--- config.mk ---
export PLATFORM = sky130hd
export DESIGN_NAME = keyed_lifo_table
export DESIGN_NICKNAME = d
export VERILOG_FILES = /design/src/sv/kl_pkg.sv /design/src/sv/kl_mem.sv /design/src/sv/kl_ctrl.sv /design/src/sv/keyed_lifo_table.sv
export SDC_FILE = /design/constraint.sdc
export NUM_CORES = 1
export LEC_CHECK = 0
export BUFFER_PORTS_ARGS = -buffer_cell sky130_fd_sc_hd__clkbuf_2
export CAP_MARGIN = 25
export CORE_ASPECT_RATIO = 2
export CORE_MARGIN = 5
export CORE_UTILIZATION = 30
export CTS_BUF_LIST = sky130_fd_sc_hd__clkbuf_4
export CTS_CLUSTER_DIAMETER = 50
export CTS_CLUSTER_SIZE = 25
export DETAILED_ROUTE_END_ITERATION = 8
export PLACE_DENSITY = 0.44
export SYNTH_ARGS = -nofsm -noshare
export SYNTH_HDL_FRONTEND = slang
export SYNTH_HIERARCHICAL = 1
export SYNTH_SLANG_ARGS = --single-unit
--- constraint.sdc ---
create_clock -name clk_i -period 8.6 [get_ports clk_i]
set_clock_uncertainty 0.2 [all_clocks]
set_input_delay 0.43 -clock clk_i [delete_from_list [all_inputs] [get_ports clk_i]]
set_output_delay 0.43 -clock clk_i [all_outputs]
set_load 0.01 [all_outputs]
--- src/sv/kl_pkg.sv ---
// ----------------------------------------------------------------------------
// Keyed LIFO table package
// Sizes, operation and status codes, and the structures that pass between
// the sequencer, the entry store and the top level.
// ----------------------------------------------------------------------------
package kl_pkg;

  localparam int unsigned DEPTH   = 16;
  localparam int unsigned IDX_W   = $clog2(DEPTH);
  localparam int unsigned CNT_W   = $clog2(DEPTH + 1);
  localparam int unsigned OP_W    = 2;
  localparam int unsigned KEY_W   = 32;
  localparam int unsigned VAL_W   = 32;
  localparam int unsigned STAT_W  = 2;
  localparam int unsigned ENTRY_W = 5;

  localparam logic [OP_W-1:0] OP_INSERT = 2'd0;
  localparam logic [OP_W-1:0] OP_DELETE = 2'd1;
  localparam logic [OP_W-1:0] OP_LOOKUP = 2'd2;
  localparam logic [OP_W-1:0] OP_CLEAR  = 2'd3;

  localparam logic [STAT_W-1:0] STAT_OK      = 2'd0;
  localparam logic [STAT_W-1:0] STAT_FULL    = 2'd1;
  localparam logic [STAT_W-1:0] STAT_MISSING = 2'd2;

  typedef struct packed {
    logic             we;
    logic [IDX_W-1:0] waddr;
    logic [KEY_W-1:0] wkey;
    logic [VAL_W-1:0] wval;
    logic [IDX_W-1:0] raddr;
  } mem_req_t;

  typedef struct packed {
    logic [KEY_W-1:0] rkey;
    logic [VAL_W-1:0] rval;
  } mem_rsp_t;

  typedef struct packed {
    logic [STAT_W-1:0]  status;
    logic [VAL_W-1:0]   found;
    logic [ENTRY_W-1:0] count;
  } res_t;

endpackage

--- src/sv/kl_mem.sv ---
// ----------------------------------------------------------------------------
// Keyed LIFO table entry store
// Key and value arrays with one write port and one registered read port.
// ----------------------------------------------------------------------------
module kl_mem (
  input  logic             clk_i,
  input  kl_pkg::mem_req_t req_i,
  output kl_pkg::mem_rsp_t rsp_o
);
  import kl_pkg::*;

  logic [KEY_W-1:0] keys_q [DEPTH];
  logic [VAL_W-1:0] vals_q [DEPTH];
  logic [KEY_W-1:0] rkey_q;
  logic [VAL_W-1:0] rval_q;

  always_ff @(posedge clk_i) begin
    if (req_i.we) begin
      keys_q[req_i.waddr] <= req_i.wkey;
      vals_q[req_i.waddr] <= req_i.wval;
    end
    rkey_q <= keys_q[req_i.raddr];
    rval_q <= vals_q[req_i.raddr];
  end

  assign rsp_o.rkey = rkey_q;
  assign rsp_o.rval = rval_q;

endmodule

--- src/sv/kl_ctrl.sv ---
// ----------------------------------------------------------------------------
// Keyed LIFO table sequencer
// Takes one item at a time, scans the store newest first through a single
// key comparator and closes the gap left by a delete one entry per step.
// ----------------------------------------------------------------------------
module kl_ctrl (
  input  logic                     clk_i,
  input  logic                     rst_ni,
  input  logic                     in_valid_i,
  output logic                     in_stall_o,
  input  logic [kl_pkg::OP_W-1:0]  operation_i,
  input  logic [kl_pkg::KEY_W-1:0] item_key_i,
  input  logic [kl_pkg::VAL_W-1:0] item_value_i,
  input  logic                     res_ready_i,
  output logic                     res_valid_o,
  output kl_pkg::res_t             res_o,
  output kl_pkg::mem_req_t         mem_req_o,
  input  kl_pkg::mem_rsp_t         mem_rsp_i
);
  import kl_pkg::*;

  localparam int unsigned CMP_W = CNT_W + 1;

  localparam logic [2:0] S_IDLE = 3'd0;
  localparam logic [2:0] S_RD   = 3'd1;
  localparam logic [2:0] S_CMP  = 3'd2;
  localparam logic [2:0] S_SHR  = 3'd3;
  localparam logic [2:0] S_SHW  = 3'd4;
  localparam logic [2:0] S_FIN  = 3'd5;

  logic [2:0]        state_q, state_d;
  logic [OP_W-1:0]   op_q, op_d;
  logic [KEY_W-1:0]  key_q, key_d;
  logic [CNT_W-1:0]  count_q, count_d;
  logic [IDX_W-1:0]  idx_q, idx_d;
  logic [STAT_W-1:0] status_q, status_d;
  logic [VAL_W-1:0]  found_q, found_d;
  logic [CMP_W-1:0]  idx_w, cnt_w;
  logic              key_hit;

  assign idx_w   = CMP_W'(idx_q);
  assign cnt_w   = CMP_W'(count_q);
  assign key_hit = (mem_rsp_i.rkey == key_q);

  always_comb begin
    state_d         = state_q;
    op_d            = op_q;
    key_d           = key_q;
    count_d         = count_q;
    idx_d           = idx_q;
    status_d        = status_q;
    found_d         = found_q;
    mem_req_o.we    = 1'b0;
    mem_req_o.waddr = idx_q;
    mem_req_o.wkey  = mem_rsp_i.rkey;
    mem_req_o.wval  = mem_rsp_i.rval;
    mem_req_o.raddr = idx_q;
    res_valid_o     = 1'b0;

    unique case (state_q)
      S_IDLE: begin
        if (in_valid_i) begin
          op_d     = operation_i;
          key_d    = item_key_i;
          status_d = STAT_OK;
          found_d  = '0;
          state_d  = S_FIN;
          unique case (operation_i)
            OP_INSERT: begin
              if (count_q == CNT_W'(DEPTH)) begin
                status_d = STAT_FULL;
              end else begin
                mem_req_o.we    = 1'b1;
                mem_req_o.waddr = IDX_W'(count_q);
                mem_req_o.wkey  = item_key_i;
                mem_req_o.wval  = item_value_i;
                count_d         = count_q + CNT_W'(1);
              end
            end
            OP_CLEAR: begin
              count_d = '0;
            end
            OP_DELETE, OP_LOOKUP: begin
              if (count_q == '0) begin
                status_d = STAT_MISSING;
              end else begin
                idx_d   = IDX_W'(count_q - CNT_W'(1));
                state_d = S_RD;
              end
            end
          endcase
        end
      end
      S_RD: begin
        state_d = S_CMP;
      end
      S_CMP: begin
        if (key_hit) begin
          if (op_q == OP_LOOKUP) begin
            found_d = mem_rsp_i.rval;
            state_d = S_FIN;
          end else if ((idx_w + CMP_W'(1)) < cnt_w) begin
            state_d = S_SHR;
          end else begin
            count_d = count_q - CNT_W'(1);
            state_d = S_FIN;
          end
        end else if (idx_q == '0) begin
          status_d = STAT_MISSING;
          state_d  = S_FIN;
        end else begin
          idx_d   = idx_q - IDX_W'(1);
          state_d = S_RD;
        end
      end
      S_SHR: begin
        mem_req_o.raddr = idx_q + IDX_W'(1);
        state_d         = S_SHW;
      end
      S_SHW: begin
        mem_req_o.we = 1'b1;
        idx_d        = idx_q + IDX_W'(1);
        if ((idx_w + CMP_W'(2)) < cnt_w) begin
          state_d = S_SHR;
        end else begin
          count_d = count_q - CNT_W'(1);
          state_d = S_FIN;
        end
      end
      S_FIN: begin
        res_valid_o = 1'b1;
        if (res_ready_i) begin
          state_d = S_IDLE;
        end
      end
      default: begin
        state_d = S_IDLE;
      end
    endcase
  end

  always_ff @(posedge clk_i or negedge rst_ni) begin
    if (!rst_ni) begin
      state_q <= S_IDLE;
      count_q <= '0;
    end else begin
      state_q <= state_d;
      count_q <= count_d;
    end
  end

  always_ff @(posedge clk_i) begin
    op_q     <= op_d;
    key_q    <= key_d;
    idx_q    <= idx_d;
    status_q <= status_d;
    found_q  <= found_d;
  end

  assign in_stall_o   = (state_q != S_IDLE);
  assign res_o.status = status_q;
  assign res_o.found  = found_q;
  assign res_o.count  = ENTRY_W'(count_q);

endmodule

--- src/sv/keyed_lifo_table.sv ---
// ----------------------------------------------------------------------------
// Keyed LIFO table
// A bounded key and value table kept newest first, with insert, delete,
// lookup and clear operations and one result item for every input item.
// ----------------------------------------------------------------------------
// The input channel carries an operation, a key and a value; the output
// channel returns a status, the value found by a lookup and the number of
// entries held afterwards. Both channels use valid and stall.
// One item is worked on at a time and the input is stalled meanwhile.
// Insert and clear go straight from acceptance to the result state and
// keep the input stalled until their result has been handed on.
// A lookup or delete scans from the newest entry down through one shared
// key comparator, reading and then comparing each entry examined.
// A delete then closes the gap through the single read and write port of
// the store, reading and then writing each younger entry moved.
// The next item is accepted in the cycle after its predecessor's result
// has moved into the output register, which holds it while the receiver
// stalls; a further result waits in the sequencer until that register frees.
// Reset empties the table and drops any result not yet taken; the stored
// keys and values are not cleared, and no clearing pass is needed.
// ----------------------------------------------------------------------------
module keyed_lifo_table (
  input  logic                        clk_i,
  input  logic                        rst_ni,
  input  logic                        in_valid_i,
  output logic                        in_stall_o,
  input  logic [kl_pkg::OP_W-1:0]     operation_i,
  input  logic [kl_pkg::KEY_W-1:0]    item_key_i,
  input  logic [kl_pkg::VAL_W-1:0]    item_value_i,
  output logic                        out_valid_o,
  input  logic                        out_stall_i,
  output logic [kl_pkg::STAT_W-1:0]   status_o,
  output logic [kl_pkg::VAL_W-1:0]    found_value_o,
  output logic [kl_pkg::ENTRY_W-1:0]  entry_count_o
);
  import kl_pkg::*;

  mem_req_t mem_req;
  mem_rsp_t mem_rsp;
  res_t     res;
  logic     res_valid;
  logic     res_ready;
  logic     out_valid_q;
  res_t     out_q;

  assign res_ready = !out_valid_q || !out_stall_i;

  kl_ctrl u_ctrl (
    .clk_i        (clk_i),
    .rst_ni       (rst_ni),
    .in_valid_i   (in_valid_i),
    .in_stall_o   (in_stall_o),
    .operation_i  (operation_i),
    .item_key_i   (item_key_i),
    .item_value_i (item_value_i),
    .res_ready_i  (res_ready),
    .res_valid_o  (res_valid),
    .res_o        (res),
    .mem_req_o    (mem_req),
    .mem_rsp_i    (mem_rsp)
  );

  kl_mem u_mem (
    .clk_i (clk_i),
    .req_i (mem_req),
    .rsp_o (mem_rsp)
  );

  always_ff @(posedge clk_i or negedge rst_ni) begin
    if (!rst_ni) begin
      out_valid_q <= 1'b0;
    end else if (res_ready) begin
      out_valid_q <= res_valid;
    end
  end

  always_ff @(posedge clk_i) begin
    if (res_ready && res_valid) begin
      out_q <= res;
    end
  end

  assign out_valid_o   = out_valid_q;
  assign status_o      = out_q.status;
  assign found_value_o = out_q.found;
  assign entry_count_o = out_q.count;

endmodule

==> impl_metrics.xml <==
<?xml version="1.0" encoding="UTF-8"?>
<metrics>
  <group name="outcome">
    <metric name="result_of_the_run" unit="">finished clean</metric>
  </group>
  <group name="synthesis">
    <metric name="synth-main-ff-cell" unit="">sky130_fd_sc_hd__edfxtp_1</metric>
    <metric name="yosys-mux-area-fraction" unit="%">14.4</metric>
    <metric name="synth-seq-area-share" unit="%">77.9</metric>
    <metric name="yosys.cell_count.top_type" unit="">sky130_fd_sc_hd__edfxtp_1</metric>
    <metric name="synth_top_family_by_area" unit="">multiplexers</metric>
    <metric name="synthesis.area" unit="µm²">45700</metric>
    <metric name="post_synth_fa_ha_maj_area_fraction" unit="%">0.548</metric>
    <metric name="synthesized_netlist_net_count" unit="">2183</metric>
    <metric name="yosys.area_share.xor_xnor" unit="%">0.825</metric>
    <metric name="synth_top_cells_by_count" unit="">sky130_fd_sc_hd__edfxtp_1 (1135), sky130_fd_sc_hd__mux4_2 (256), sky130_fd_sc_hd__a22oi_1 (130)</metric>
    <metric name="netlist_instances" unit="">2093</metric>
    <metric name="yosys.cell_types.count" unit="">60</metric>
    <metric name="synth_area_per_cell" unit="µm²">21.8</metric>
    <metric name="synth_edf_count" unit="">1135</metric>
    <metric name="synth_compound_gate_area_share" unit="%">2.90</metric>
    <metric name="synth-warning-count" unit="">6</metric>
    <metric name="post_synth_and_or_nand_nor_area_fraction" unit="%">2.15</metric>
    <metric name="netlist.area_leader.share" unit="%">74.6</metric>
    <metric name="synth-seq-cells" unit="">1208</metric>
    <metric name="synth_top_cells_by_area" unit="">sky130_fd_sc_hd__edfxtp_1 (75%), sky130_fd_sc_hd__mux4_2 (13%), sky130_fd_sc_hd__dfxtp_1 (2.8%)</metric>
    <metric name="synth-async-reset-ratio" unit="%">0.745</metric>
    <metric name="synth_top_area_cell" unit="">sky130_fd_sc_hd__edfxtp_1</metric>
  </group>
  <group name="sta">
    <metric name="tightest_slew" unit="ps">982</metric>
    <metric name="final_max_slew_viol_count" unit="">0</metric>
    <metric name="maxClockFrequency" unit="MHz">185</metric>
    <metric name="finalHoldViolations" unit="">0</metric>
    <metric name="grt_setup_unrepaired" unit="">no</metric>
    <metric name="setup_tns" unit="ps">0</metric>
    <metric name="min_period" unit="ps">5400</metric>
    <metric name="hold_ws" unit="ps">187</metric>
    <metric name="timing.slew.headroom" unit="%">34.6</metric>
    <metric name="crit_path_setup_slack_layout" unit="ps">3200</metric>
    <metric name="finalSetupViolCount" unit="">0</metric>
    <metric name="final_min_period_over_clock_period" unit="%">62.7</metric>
  </group>
  <group name="layout">
    <metric name="fin_util" unit="%">34.2</metric>
    <metric name="multiInputGateArea" unit="µm²">9710</metric>
    <metric name="syn2layout_area_growth" unit="%">13.3</metric>
    <metric name="layout-drive-gt1-share" unit="%">28.0</metric>
    <metric name="num-fill-cells" unit="">14133</metric>
    <metric name="finish.cell_count_without_fillers" unit="">4374</metric>
    <metric name="area.sequential" unit="µm²">35600</metric>
    <metric name="num-nets-final" unit="">2441</metric>
  </group>
  <group name="setup_path">
    <metric name="cp_data_arrival_time" unit="ps">5880</metric>
    <metric name="crit_required" unit="ps">9080</metric>
    <metric name="cp-start-kind" unit="">register</metric>
    <metric name="cp_slowest_cell" unit="">sky130_fd_sc_hd__buf_4</metric>
    <metric name="crit_chain" unit="">nand2b_1 -&gt; nor3_4 -&gt; and2_1 -&gt; nand2_4 -&gt; a211oi_1 -&gt; or3b_2 -&gt; nor2_4 -&gt; buf_4</metric>
    <metric name="critical_path_peak_fanout" unit="">43</metric>
    <metric name="critical_path.endpoint_type" unit="">register</metric>
    <metric name="max_stage_delay" unit="ps">740</metric>
    <metric name="worstSetupPathType" unit="">reg2reg</metric>
  </group>
  <group name="placement">
    <metric name="dpl.cell_count" unit="">4086</metric>
    <metric name="dp_slack" unit="ps">2830</metric>
    <metric name="io_buffers" unit="">110</metric>
    <metric name="place_congestion" unit="">0.733</metric>
    <metric name="place_hpwl" unit="mm">66.8</metric>
  </group>
  <group name="clocking">
    <metric name="clock_insertion_delay_worst_skew" unit="ps">1130</metric>
    <metric name="tritoncts" unit="">done</metric>
    <metric name="numCtsBuffers" unit="">91</metric>
    <metric name="htree_levels" unit="">3</metric>
    <metric name="clk_transition_reported_paths" unit="ps">180</metric>
    <metric name="number_of_clock_sinks" unit="">1208</metric>
    <metric name="post_cts_resize_count" unit="">0</metric>
    <metric name="cts_max_path_buffers" unit="">3</metric>
    <metric name="cts_root_buf" unit="">sky130_fd_sc_hd__clkbuf_4</metric>
  </group>
  <group name="route">
    <metric name="detail_route.vias_per_cell" unit="">4.89</metric>
    <metric name="wl_per_cell" unit="µm">26.4</metric>
    <metric name="drt_drc_violations_left" unit="">0</metric>
    <metric name="drt_first_iter_violations" unit="">1398</metric>
    <metric name="route.final.wire_length" unit="mm">115</metric>
    <metric name="route.antenna.remaining_nets" unit="">0</metric>
    <metric name="vias" unit="">21380</metric>
    <metric name="detailedRoute.firstPassIterationCount" unit="">5</metric>
  </group>
  <group name="global_routing">
    <metric name="grt_remaining_overflow" unit="">0</metric>
    <metric name="vias_in_the_first_global_route" unit="">23394</metric>
    <metric name="initial_antenna_violation_count" unit="">6</metric>
    <metric name="grtUsageTotal" unit="%">14.2</metric>
    <metric name="grt_pass1_wl" unit="mm">168</metric>
    <metric name="grt_max_degree" unit="">117</metric>
  </group>
  <group name="hold_path">
    <metric name="hold_class" unit="">in2reg</metric>
  </group>
  <group name="die">
    <metric name="die_area" unit="µm²">161000</metric>
    <metric name="top_level_ports" unit="">111</metric>
    <metric name="num_rows" unit="">202</metric>
    <metric name="die_y" unit="µm">562</metric>
    <metric name="die-width" unit="µm">286</metric>
    <metric name="initial_core_util" unit="%">30.2</metric>
    <metric name="core_area" unit="µm²">151000</metric>
  </group>
  <group name="pwr">
    <metric name="ir_drop_worst_vdd" unit="V">0.000341</metric>
    <metric name="powerDensity" unit="nW/µm²">335</metric>
    <metric name="static-leakage-power" unit="nW">16.4</metric>
  </group>
  <group name="job">
    <metric name="drv_cap" unit="">0</metric>
  </group>
</metrics>
## path summary, 6_finish.rpt
check	from	endpoint	slack (ps)	depth (start not counted)
min	operation_i[0]	u_ctrl/status_q[0]	190	4
min in group asynchronous	rst_ni	u_ctrl/state_q[2]	700	4
max in group asynchronous	rst_ni	u_ctrl/count_q[2]	7130	4
min reg2reg	u_ctrl/found_q[9]	found_value_o[9]	200	0
max	u_ctrl/state_q[1]	u_mem/keys_q[1][4]	3200	8
max reg2reg	u_ctrl/state_q[1]	u_mem/keys_q[1][4]	3200	8
## cell usage in the layout (no fill, tap or decap), types with 4 or more instances in the layout
master / Yosys / layout
sky130_fd_sc_hd__dfrtp_1: 9 / 9
sky130_fd_sc_hd__and2_1: 37 / 36
sky130_fd_sc_hd__nand3_1: 5 / 5
sky130_fd_sc_hd__dfxtp_1: 64 / 64
sky130_fd_sc_hd__clkbuf_2: 0 / 110
sky130_fd_sc_hd__xor2_1: 35 / 35
sky130_fd_sc_hd__a21oi_1: 10 / 10
sky130_fd_sc_hd__nor2b_1: 8 / 6
sky130_fd_sc_hd__inv_8: 0 / 10
sky130_fd_sc_hd__clkbuf_4: 0 / 96
sky130_fd_sc_hd__inv_6: 0 / 7
sky130_fd_sc_hd__nor4_1: 9 / 7
sky130_fd_sc_hd__clkinv_8: 0 / 16
sky130_fd_sc_hd__nor2_1: 26 / 13
sky130_fd_sc_hd__mux2_2: 56 / 55
sky130_fd_sc_hd__nand4_1: 4 / 4
sky130_fd_sc_hd__xnor2_1: 8 / 7
sky130_fd_sc_hd__mux2_1: 9 / 9
sky130_fd_sc_hd__buf_16: 0 / 4
sky130_fd_sc_hd__a22oi_1: 130 / 130
sky130_fd_sc_hd__nand2_1: 86 / 85
sky130_fd_sc_hd__nor2_4: 0 / 13
sky130_fd_sc_hd__o21ai_0: 8 / 8
sky130_fd_sc_hd__bufinv_16: 0 / 5
sky130_fd_sc_hd__inv_1: 10 / 10
sky130_fd_sc_hd__buf_4: 6 / 44
sky130_fd_sc_hd__inv_12: 0 / 14
sky130_fd_sc_hd__mux4_2: 256 / 256
sky130_fd_sc_hd__diode_2: 0 / 7
sky130_fd_sc_hd__inv_16: 0 / 7
sky130_fd_sc_hd__clkinv_2: 0 / 5
sky130_fd_sc_hd__clkinv_4: 0 / 4
sky130_fd_sc_hd__ha_1: 20 / 20
sky130_fd_sc_hd__edfxtp_1: 1135 / 1135
sky130_fd_sc_hd__dlygate4sd3_1: 0 / 107
## where the power goes
part | leakage, nW | internal (mW) | switching (mW)
Clock | 0.952 | 0.935 | 2.25
Combinational | 4.53 | 2.40 | 3.68
Sequential | 10.9 | 7.79 | 0.269
Total | 16.4 | 11.1 | 6.20
## layer usage
layer	vias to the layer above	part of all wire, %	global-route usage (%)
li1	9233	-	-
met1	11615	39	17.0
met2	410	55	26.5
met3	120	3.2	1.88
met4	2	2.5	4.14
met5	-	0.011	0
## area by class of cell
| class | instances | area share, % |
|---|---|---|
| antenna | 7 | 0.0339 |
| inverter | 11 | 0.0798 |
| sequential | 1208 | 68.8 |
| clock inverter | 75 | 2.12 |
| multi-input combinational | 769 | 18.8 |
| timing repair buffer | 270 | 4.12 |
| clock buffer | 96 | 1.39 |
| tap | 1938 | 4.69 |
## stage by stage
stage	total power, mW	cell area [µm²]
CTS	17.7	51700
global placement	14.3	48700
global route	18.3	51700
finish	17.3	51700
detailed placement	14.4	48800
floorplan	12.3	45700
## cell families after synthesis
| family | after synthesis |
|---|---|
| compound gates | 180 |
| mux | 326 |
| fa+ha+maj | 20 |
| xor+xnor | 43 |
| flops | 1208 |
| simple gates | 200 |
| buf+inv | 116 |
## state kept, by name (all words and copies together) (netlist names)
register and flops:
entry_count_o 5, u_ctrl/op_q 2, found_value_o 32, u_ctrl/state_q 3, u_mem/rval_q 32, u_mem/vals_q 512
u_mem/keys_q 512, u_mem/rkey_q 32, u_ctrl/found_q 32, u_ctrl/key_q 32, out_valid_o 1, u_ctrl/count_q 5
status_o 2, u_ctrl/idx_q 4, u_ctrl/status_q 2
## what timing repair did
item,CTS,global route
hold endpoints to repair,1152,0
hold buffers,107,0
setup buffers,0,0
## worst max-delay path: cells and delay by family (launching register included)
family,cells,cell delay (ps)
AND/OR/NAND/NOR,6,2640
AO/OA/AOI/OAI,1,730
buffers and inverters,1,740
flip-flops,1,620
Note: power is estimated with default switching activity, not from simulation.
